`config.mk`:
```
export PLATFORM = sky130hd
export DESIGN_NAME = bounded_array_deque
export DESIGN_NICKNAME = d
export VERILOG_FILES = /design/src/hw/rtl/bad_pkg.sv /design/src/hw/rtl/bad_ring_ram.sv /design/src/hw/rtl/bounded_array_deque.sv
export SDC_FILE = /design/constraint.sdc
export NUM_CORES = 2
export LEC_CHECK = 0
export BUFFER_PORTS_ARGS = -buffer_cell sky130_fd_sc_hd__buf_2
export CORE_MARGIN = 2
export CORE_UTILIZATION = 38
export DETAILED_ROUTE_END_ITERATION = 10
export RECOVER_POWER = 50
export SLEW_MARGIN = 5
export SYNTH_ARGS = -nofsm -noshare
export SYNTH_HDL_FRONTEND = slang
export SYNTH_SLANG_ARGS = --single-unit
export TNS_END_PERCENT = 100
```
`constraint.sdc`:
```
create_clock -name clk_i -period 5.8 [get_ports clk_i]
set_input_delay 0 -clock clk_i [delete_from_list [all_inputs] [get_ports clk_i]]
set_output_delay 0 -clock clk_i [all_outputs]
set_load 0.05 [all_outputs]
```
`src/hw/rtl/bad_pkg.sv`:
```
// shared types and constants for the bounded array deque
`timescale 1ns / 1ps

package bad_pkg;

  // default geometry
  localparam int unsigned DepthDefault     = 64;
  localparam int unsigned DataWidthDefault = 32;

  // fixed field widths of the ports
  localparam int unsigned WordW = 32;
  localparam int unsigned CapW  = 7;

  // capacity register after reset
  localparam logic [CapW-1:0] CapReset = 7'd64;

  // operation codes carried on func_i
  typedef enum logic [1:0] {
    FuncPushFront = 2'd0,
    FuncPushBack  = 2'd1,
    FuncPopFront  = 2'd2,
    FuncPopBack   = 2'd3
  } func_e;

endpackage

```
`src/hw/rtl/bad_ring_ram.sv`:
```
// ring storage: one write port, two registered read ports
`timescale 1ns / 1ps

module bad_ring_ram #(
  parameter int unsigned DEPTH      = 64,
  parameter int unsigned DATA_WIDTH = 32,
  parameter int unsigned AW         = 6
) (
  input  logic                  clk_i,
  input  logic                  we_i,
  input  logic [AW-1:0]         waddr_i,
  input  logic [DATA_WIDTH-1:0] wdata_i,
  input  logic [AW-1:0]         raddr_a_i,
  output logic [DATA_WIDTH-1:0] rdata_a_o,
  input  logic [AW-1:0]         raddr_b_i,
  output logic [DATA_WIDTH-1:0] rdata_b_o
);

  logic [DATA_WIDTH-1:0] mem [DEPTH];

  // write port
  always_ff @(posedge clk_i) begin
    if (we_i) begin
      mem[waddr_i] <= wdata_i;
    end
  end

  // read ports, old data on a same-cycle collision
  always_ff @(posedge clk_i) begin
    rdata_a_o <= mem[raddr_a_i];
    rdata_b_o <= mem[raddr_b_i];
  end

endmodule

```
`src/hw/rtl/bounded_array_deque.sv`:
```
// top level of the bounded array deque
`timescale 1ns / 1ps

// Bounded double-ended queue of words held in a ring memory.
// Command channel: func_i and data_value_i are taken at a rising edge with
// start_i high and busy_o low. busy_o stays low, so a command may be issued
// in every cycle; one command per cycle is the sustained throughput.
// Each command gives one result in the next cycle: done_o is high for exactly
// that cycle together with op_ok_o, front_value_o, back_value_o and
// entry_total_o. The receiver cannot stall; a result shows for one cycle only.
// Pointers and count update at the accepting edge, the push word is written
// into the ring at the same edge and the new front and back slots are read
// through the two registered read ports; a read of the slot being written is
// served from a bypass register.
// Config channel: cfg_data_i is the capacity limit, written at an edge with
// cfg_valid_i and cfg_ready_o high; write it only while no command is in
// flight. Capacity above DEPTH acts as DEPTH, zero refuses every push.
// Reset (rst_ni low, asynchronous) empties the queue and sets the capacity
// to 64; the ring contents are not cleared and need no clearing pass.
module bounded_array_deque
  import bad_pkg::*;
#(
  parameter int unsigned DEPTH      = DepthDefault,
  parameter int unsigned DATA_WIDTH = DataWidthDefault
) (
  input  logic                         clk_i,
  input  logic                         rst_ni,
  input  logic                         start_i,
  output logic                         busy_o,
  input  logic [1:0]                   func_i,
  input  logic [WordW-1:0]             data_value_i,
  output logic                         done_o,
  output logic                         op_ok_o,
  output logic [WordW-1:0]             front_value_o,
  output logic [WordW-1:0]             back_value_o,
  output logic [$clog2(DEPTH+1)-1:0]   entry_total_o,
  input  logic                         cfg_valid_i,
  output logic                         cfg_ready_o,
  input  logic [CapW-1:0]              cfg_data_i
);

  localparam int unsigned AW   = $clog2(DEPTH);
  localparam int unsigned CW   = $clog2(DEPTH + 1);
  localparam int unsigned MW   = (CW > CapW) ? CW : CapW;
  localparam int unsigned XW   = (DATA_WIDTH > WordW) ? DATA_WIDTH : WordW;
  localparam logic [AW-1:0] LastIdx = AW'(DEPTH - 1);
  localparam logic [MW-1:0] DepthM  = MW'(DEPTH);

  logic [AW-1:0]         head_q, head_d, tail_q, tail_d;
  logic [CW-1:0]         count_q, count_d;
  logic [CapW-1:0]       cap_q;
  logic                  done_q, ok_q, ok_d;
  logic                  fwd_front_q, fwd_back_q;
  logic [DATA_WIDTH-1:0] word_q;

  logic                  accept;
  logic                  can_push, can_pop;
  logic                  we;
  logic [AW-1:0]         waddr;
  logic [AW-1:0]         raddr_front, raddr_back;
  logic [DATA_WIDTH-1:0] wdata;
  logic [DATA_WIDTH-1:0] rd_front, rd_back;
  logic [DATA_WIDTH-1:0] sel_front, sel_back;
  logic [XW-1:0]         wide_in, wide_front, wide_back;

  function automatic logic [AW-1:0] ring_next(input logic [AW-1:0] i);
    return (i == LastIdx) ? '0 : AW'(i + 1'b1);
  endfunction

  function automatic logic [AW-1:0] ring_prev(input logic [AW-1:0] i);
    return (i == '0) ? LastIdx : AW'(i - 1'b1);
  endfunction

  // one command per cycle, config always taken
  assign busy_o      = 1'b0;
  assign cfg_ready_o = 1'b1;
  assign accept      = start_i && !busy_o;

  // word trimmed to the stored width
  assign wide_in = XW'(data_value_i);
  assign wdata   = wide_in[DATA_WIDTH-1:0];

  // full and empty checks
  assign can_push = (MW'(count_q) < MW'(cap_q)) && (MW'(count_q) < DepthM);
  assign can_pop  = (count_q != '0);

  // pointer, count and write port update
  always_comb begin
    head_d = head_q;
    tail_d = tail_q;
    count_d = count_q;
    ok_d = 1'b0;
    we = 1'b0;
    waddr = tail_q;
    if (accept) begin
      case (func_e'(func_i))
        FuncPushFront: begin
          if (can_push) begin
            head_d = ring_prev(head_q);
            waddr = ring_prev(head_q);
            we = 1'b1;
            count_d = CW'(count_q + 1'b1);
            ok_d = 1'b1;
          end
        end
        FuncPushBack: begin
          if (can_push) begin
            tail_d = ring_next(tail_q);
            waddr = tail_q;
            we = 1'b1;
            count_d = CW'(count_q + 1'b1);
            ok_d = 1'b1;
          end
        end
        FuncPopFront: begin
          if (can_pop) begin
            head_d = ring_next(head_q);
            count_d = CW'(count_q - 1'b1);
            ok_d = 1'b1;
          end
        end
        FuncPopBack: begin
          if (can_pop) begin
            tail_d = ring_prev(tail_q);
            count_d = CW'(count_q - 1'b1);
            ok_d = 1'b1;
          end
        end
        default: begin
          ok_d = 1'b0;
        end
      endcase
    end
  end

  // slots of the new front and back
  assign raddr_front = head_d;
  assign raddr_back  = ring_prev(tail_d);

  bad_ring_ram #(
    .DEPTH      (DEPTH),
    .DATA_WIDTH (DATA_WIDTH),
    .AW         (AW)
  ) u_ring (
    .clk_i     (clk_i),
    .we_i      (we),
    .waddr_i   (waddr),
    .wdata_i   (wdata),
    .raddr_a_i (raddr_front),
    .rdata_a_o (rd_front),
    .raddr_b_i (raddr_back),
    .rdata_b_o (rd_back)
  );

  // control state
  always_ff @(posedge clk_i or negedge rst_ni) begin
    if (!rst_ni) begin
      head_q  <= '0;
      tail_q  <= '0;
      count_q <= '0;
      cap_q   <= CapReset;
      done_q  <= 1'b0;
    end else begin
      head_q  <= head_d;
      tail_q  <= tail_d;
      count_q <= count_d;
      done_q  <= accept;
      if (cfg_valid_i && cfg_ready_o) begin
        cap_q <= cfg_data_i;
      end
    end
  end

  // result flag and bypass of a same-slot write
  always_ff @(posedge clk_i) begin
    ok_q        <= ok_d;
    fwd_front_q <= we && (waddr == raddr_front);
    fwd_back_q  <= we && (waddr == raddr_back);
    word_q      <= wdata;
  end

  // result formatting, zero words when empty
  assign sel_front  = fwd_front_q ? word_q : rd_front;
  assign sel_back   = fwd_back_q ? word_q : rd_back;
  assign wide_front = XW'(sel_front);
  assign wide_back  = XW'(sel_back);

  assign done_o        = done_q;
  assign op_ok_o       = ok_q;
  assign entry_total_o = count_q;
  assign front_value_o = (count_q == '0) ? '0 : wide_front[WordW-1:0];
  assign back_value_o  = (count_q == '0) ? '0 : wide_back[WordW-1:0];

  // ring consistency: head plus count lands on tail
  logic [AW:0] head_plus_count;
  logic [AW:0] head_count_sum;
  assign head_count_sum  = (AW+1)'(head_q) + (AW+1)'(count_q);
  assign head_plus_count = (head_count_sum >= (AW+1)'(DEPTH)) ?
                           (AW+1)'(head_count_sum - (AW+1)'(DEPTH)) : head_count_sum;

  a_done_follows_accept: assert property (@(posedge clk_i) disable iff (!rst_ni)
    done_o |-> $past(accept))
    else $error("result without a command");

  a_count_bound: assert property (@(posedge clk_i) disable iff (!rst_ni)
    MW'(count_q) <= DepthM)
    else $error("entry count above depth");

  a_ring_consistent: assert property (@(posedge clk_i) disable iff (!rst_ni)
    head_plus_count[AW-1:0] == tail_q)
    else $error("head, tail and count disagree");

  a_refused_keeps_count: assert property (@(posedge clk_i) disable iff (!rst_ni)
    (accept && !ok_d) |=> (count_q == $past(count_q)))
    else $error("refused command changed the count");

endmodule
```
Word level (Yosys, flattened, before mapping)
Memory sizes are Yosys's and may differ from the RTL's. A register that Yosys moved wholly into a read port is not among the register bits. Index checks and enable logic that the tools add are counted.

Add/subtract/negate cells: 7. Order comparisons: 2. Equal/unequal tests: 9. Multiplexer cells: 30. Reductions and logical operators: 12.

Operators by type and width (number): 32-bit two-way mux (4); 6-bit two-way mux (14); 6-bit one-hot mux with 2 select lines (2); 6-bit zero test (3); 6-bit by 1-bit subtractor with 6-bit output, second input constant (3); 7-bit two-way mux (2); 7-bit one-hot mux with 2 select lines (1); 6-bit by 1-bit adder with 6-bit output, second input constant (2); 6-bit == test (2); 6-bit == test, second input constant (2); 7-bit by 1-bit adder with 7-bit output, second input constant (1); 7-bit zero test (1); 7-bit < comparator (1); 7-bit < comparator, second input constant (1); 7-bit nonzero test (1); 7-bit by 1-bit subtractor with 7-bit output, second input constant (1); 1-bit two-way mux (6); 2-bit == test, second input constant (2); 2-bit by 1-bit inequality test with 1-bit output, second input constant (2); 2-bit OR reduction (2); 1-bit logical AND (3); 3-bit AND reduction (1); 2-bit by 1-bit == test with 1-bit output, second input constant (1); 2-bit zero test (1); 1-bit one-hot mux with 2 select lines (1).

Register bits: 62. Memory bits (writable): 2048. Input port bits: 45. Output and inout port bits: 75. Logic and storage cells: 70. Memories: 1.

Memory list: u_ring.mem (depth 64, width 32, rd ports 2, clocked after memory_dff 2, write ports 1, line bad_ring_ram.sv:19) `logic [DATA_WIDTH-1:0] mem [DEPTH];`.

Depth between registers and ports, before layout
Word-level depth: 9. Mapped depth: 22. Gate-level depth less buffers: 17.

Hierarchy
From an unflattened synthesis, not the netlist that was laid out.

Cell total of the unflattened synthesis: 4924. Area, all modules: 100030.9 µm².

By module, submodules not included: bad_ring_ram (instances 1, cells each 4412, area each 95660.5 µm², seq. area each 62780.2 µm²); bounded_array_deque (instances 1, cells each 512, area each 4370.4 µm², seq. area each 1377.6 µm²).

Worst setup path after synthesis
OpenSTA, ideal clock, no wires.

Kind: reg2reg. Start point: register count_q[6] (netlist: entry_total_o[6]). End point: register u_ring.rdata_b_o[3], read port of u_ring.mem. Setup time: 0.116 ns. Arrival time: 4.646 ns. Path slack: 1.039 ns. Cell stages (with the launch flop): 19. Buffers on the path: 3. Clock period less this slack: 4.761 ns. Cell sequence: dfrtp_1 -> ha_1 -> a211oi_2 -> o21ai_1 -> a21oi_2 -> buf_4 -> a311oi_1 -> a21oi_1 -> ha_1 -> inv_1 -> or3_1 -> nand2_1 -> a41oi_2 -> buf_4 -> buf_2 -> mux4_2 -> a221oi_1 -> o21ai_0 -> and3_1.

Cells in the longest elaborated chain, start to end: 7.

Ends and longest elaborated chain: start, declared (line bounded_array_deque.sv:50) `logic [CW-1:0] count_q, count_d;`; start signal, assigned (line bounded_array_deque.sv:166) `count_q <= count_d;`; 7-bit < comparator (line bounded_array_deque.sv:84) `assign can_push = (MW'(count_q) < MW'(cap_q)) && (MW'(count_q) < DepthM);`; 1-bit logical AND (line bounded_array_deque.sv:84); 6-bit two-way mux (line bounded_array_deque.sv:107) `if (can_push) begin`; 6-bit one-hot mux with 2 select lines (*) (line bounded_array_deque.sv:96) `case (func_e'(func_i))`; 6-bit two-way mux (*) (line bounded_array_deque.sv:95) `if (accept) begin`; 6-bit by 1-bit subtractor with 6-bit output / 6-bit zero test (equally long branches) (line bounded_array_deque.sv:71) `return (i == '0) ? LastIdx : AW'(i - 1'b1);`; 6-bit two-way mux (*) (line bounded_array_deque.sv:71); end, declared (line bad_ring_ram.sv:16) `output logic [DATA_WIDTH-1:0] rdata_b_o`.

Every way passes the cells marked *; elsewhere a longest branch is shown, timed or not. A chain may end at the register's enable or synchronous reset.

Worst setup path in the final report
Start point: register cap_q[6]. End point: register u_ring.rdata_a_o[16], read port of u_ring.mem.

Cells in the longest elaborated chain, start to end: 5.

Ends and longest elaborated chain: start, declared (line bounded_array_deque.sv:51) `logic [CapW-1:0] cap_q;`; start signal, assigned (line bounded_array_deque.sv:161) `cap_q <= CapReset;`; start signal, assigned (line bounded_array_deque.sv:169) `cap_q <= cfg_data_i;`; 7-bit < comparator (line bounded_array_deque.sv:84); 1-bit logical AND (line bounded_array_deque.sv:84); 6-bit two-way mux (line bounded_array_deque.sv:98) `if (can_push) begin`; 6-bit one-hot mux with 2 select lines (line bounded_array_deque.sv:96); 6-bit two-way mux (line bounded_array_deque.sv:95); via head_d[2] (line bounded_array_deque.sv:49) `logic [AW-1:0] head_q, head_d, tail_q, tail_d;`; end, declared (line bad_ring_ram.sv:14) `output logic [DATA_WIDTH-1:0] rdata_a_o,`.

The timed path passes the listed nets, and every way through them passes these cells.

==> metrics.md <==
| Metric | Value |
|---|---|
| Clock buffer count from CTS | `224` |
| Mapped cell area | `103000 µm²` |
| Placed cells | `12536` |
| Final HPWL from detailed placement | `250000 µm` |
| R2R cell count | `15` |
| Commonest non-fill, non-tap cells in the layout | `nand2_1, edfxtp_1, nand3_1` |
| Die Width | `524 µm` |
| Post-synth EDFFs | `2048` |
| GP Congestion | `0.921` |
| Leakage power | `40.9 nW` |
| Failing checks | `max-capacitance violations, max-slew violations` |
| Final Max Tran Viols | `2139` |
| Clk_lat worst skew | `0.92 ns` |
| HP Class | `input pin to flip-flop` |
| Pwr Total | `69.4 mW` |
| Row count | `191` |
| CP Launch Type | `flip-flop` |
| Pwr Density | `587 nW/µm²` |
| R2R Path Start | `cap_q[6]` |
| Ports | `120` |
| Yosys reg bits | `2174` |
| Grt total ovfl | `0` |
| Status | `finished, violations left` |
| Global-route wire length before repair | `605000 µm` |
| Fin crit share | `96.8%` |
| Reg2reg end | `u_ring.rdata_a_o[16]` |
| GRT Overall Usage | `31.3%` |
| Detailed-router iteration count before antenna repair | `8` |
| Crit path time final | `5.61 ns` |
| Synth Net Count | `9178` |
| Crit path launch | `cap_q[6]` |
| Port bufs | `117` |
| Cell count after synthesis | `9116` |
| Antenna violations before repair | `29` |
| Async SR Flop Fraction | `1.24%` |
| DR vias/cell | `6.46` |
| Worst Tran Pin Value | `2.90 ns` |
| Peak supply drop | `0.759 mV` |
| Setup CP Type | `flip-flop to flip-flop` |
| Synth Warn # | `0` |
| CTS root buf | `clkbuf_16` |
| Crit path capture type | `flip-flop` |
| WL per Instance | `33.8 µm` |
| Synth top area share | `59.8%` |
| H-tree Lvls | `4` |
| # fillers | `24374` |
| Final WS setup | `0.188 ns` |
| Die Y | `524 µm` |
| Syn-to-layout area delta | `14.8%` |
| CTS tree | `built` |
| Required @ worst endpoint | `6.55 ns` |
| DP Worst Slack | `0.363 ns` |
| Commonest non-fill, non-tap cell in the layout | `nand2_1` |
| Max Cap Viol | `33` |
| # resized after CTS | `0` |
| R2R Setup Slk | `0.19 ns` |
| Vias in the first global route | `77976` |
| Largest net degree at the start of global routing | `111` |
| Reg clk slew, reported paths | `0.06 ns` |
| Post-DRT Antenna Nets | `0` |
| Core region area | `270000 µm²` |
| Crit path DAT | `6.36 ns` |
| Fmax | `178 MHz` |
| Yosys top cell by area | `edfxtp_1` |
| Final Hold Fails | `0` |
| Clock Skew | `0.0716 ns` |
| Final setup fails | `0` |
| Layout cells sized above 1 | `13.1%` |
| CP Max Fanout | `25` |
| Sequential share of the synthesized area | `62.4%` |
| Sink Count | `2174` |
| Synth area leaders | `edfxtp_1, nand2_1, mux4_2` |
| Top FF cell, synth | `edfxtp_1` |
| Syn Area/Cell | `11.3 µm²` |
| Setup TNS | `0 ns` |
| NumNets Final | `9322` |
| DR DRC count | `0` |
| DRT Wirelength | `441000 µm` |
| Initial core utilization | `38.1%` |
| DRT iter0 DRCs | `15953` |
| Die area | `275000 µm²` |
| Fin cells | `13044` |
| Distinct cells, synth | `92` |
| Maximum clock insertion buffer count | `3` |
| Rel. slew slack | `-93.3%` |
| Unrepaired setup endpoints after global routing | `no` |
| CP Capture Point | `u_ring.rdata_a_o[16]` |
| Vias | `84290` |
## power by group
| group | switching (mW) | total (mW) | leakage [nW] | internal [mW] |
|---|---|---|---|---|
| logic | 24.9 | 36.4 | 17.7 | 11.5 |
| clock network | 6.48 | 14.8 | 3.62 | 8.36 |
| registers | 0.417 | 18.1 | 19.6 | 17.7 |
| total | 31.8 | 69.4 | 40.9 | 37.5 |
## timing repair
action                                  CTS  global route
setup buffers                             0             0
endpoints found under the hold margin  2132             0
hold buffers                             67             0
## Yosys cell counts, types with 7 or more instances
cell type and n:
o21ai_1 9, a22oi_1 65, buf_6 13, mux4_2 272
buf_1 40, o21ai_0 47, buf_4 44, dfxtp_1 99
nand4_1 18, a21boi_0 97, a41oi_1 103, nor3_1 11
ha_1 16, o22ai_1 102, xnor2_1 22, nand2_1 3028
a21oi_1 250, edfxtp_1 2048, a211oi_1 9, a221oi_1 31
a31oi_1 193, buf_2 272, or4_1 59, inv_1 27
nand3_1 1132, nor4_1 72, a32oi_1 7, mux2i_1 140
and3_1 220, clkbuf_1 314, dfrtp_1 26, a21o_1 7
nor4b_2 29, nor2_1 173
## worst min path at each step
| stage | start | end | cells after the start |
|---|---|---|---|
| 5_1_grt | func_i[1] | entry_total_o[6] | 5 |
| 2_1_floorplan | rst_ni | cap_q[0] | 0 |
| 4_1_cts | rst_ni | cap_q[6] | 3 |
| 3_5_place_dp | rst_ni | cap_q[1] | 1 |
| 3_3_place_gp | rst_ni | done_o | 1 |
| 6_report | func_i[1] | entry_total_o[6] | 5 |
## metal layers
layer / GRT usage, % / wire (µm) / up-vias
met5: 0 / 53 / -
met4: 22.4 / 38000 / 8
met3: 9.11 / 63800 / 1684
met2: 44.6 / 183000 / 7281
met1: 40.8 / 156000 / 41506
li1: - / - / 33811
## logic make-up after synthesis
family	after synthesis	share of synthesized area [%]
mux	415	7.35
simple gates	4782	20.3
buf+inv	715	3.20
xor+xnor	25	0.220
flops	2174	62.4
other cells	2	0.00730
compound gates	986	6.38
fa+ha+maj	17	0.214
## state kept, by name, summed over array words and instances, names as in the netlist
register	flops
op_ok_o	1
fwd_front_q	1
word_q	32
u_ring.rdata_a_o	32
entry_total_o	7
fwd_back_q	1
cap_q	7
u_ring.rdata_b_o	32
u_ring.mem	2048
done_o	1
tail_q	6
head_q	6
## stage by stage
stage / hold WS (ns) / area [µm²] / utilization, %
after floorplan: -0.296 / 103000 / -
after global placement: 0.0766 / 110000 / 40.7
after detailed placement: 0.0869 / 110000 / 40.7
after CTS: 0.124 / 118000 / 43.7
after global routing: 0.210 / 118000 / 43.7
final: 0.144 / 118000 / 43.7
## final cells by class
type                       count  area [µm²]  area share, %
antenna                       17        42.5         0.0360
clock buffer                 302        6130           5.19
clock inverter               121        1320           1.11
inverter                      32         151          0.128
multi-input combinational   6227       36200           30.7
sequential                  2174       64200           54.3
tap                         3570        4470           3.78
timing repair buffer         601        5600           4.74
## critical path, stage by stage, from the launching register on
cell and delay [ns]:
dfstp_2 0.52, inv_1 0.05, ha_1 0.31, a211oi_2 0.27, o21ai_1 0.17, a2111oi_0 0.52, o21ai_1 0.13, xnor2_1 0.61
a21oi_1 0.24, nand4b_1 0.22, buf_12 0.38, buf_4 0.36, a21oi_1 0.08, or4_1 0.60, or4_1 0.44, nor4b_2 0.51
(Power assumes the default switching activity.)
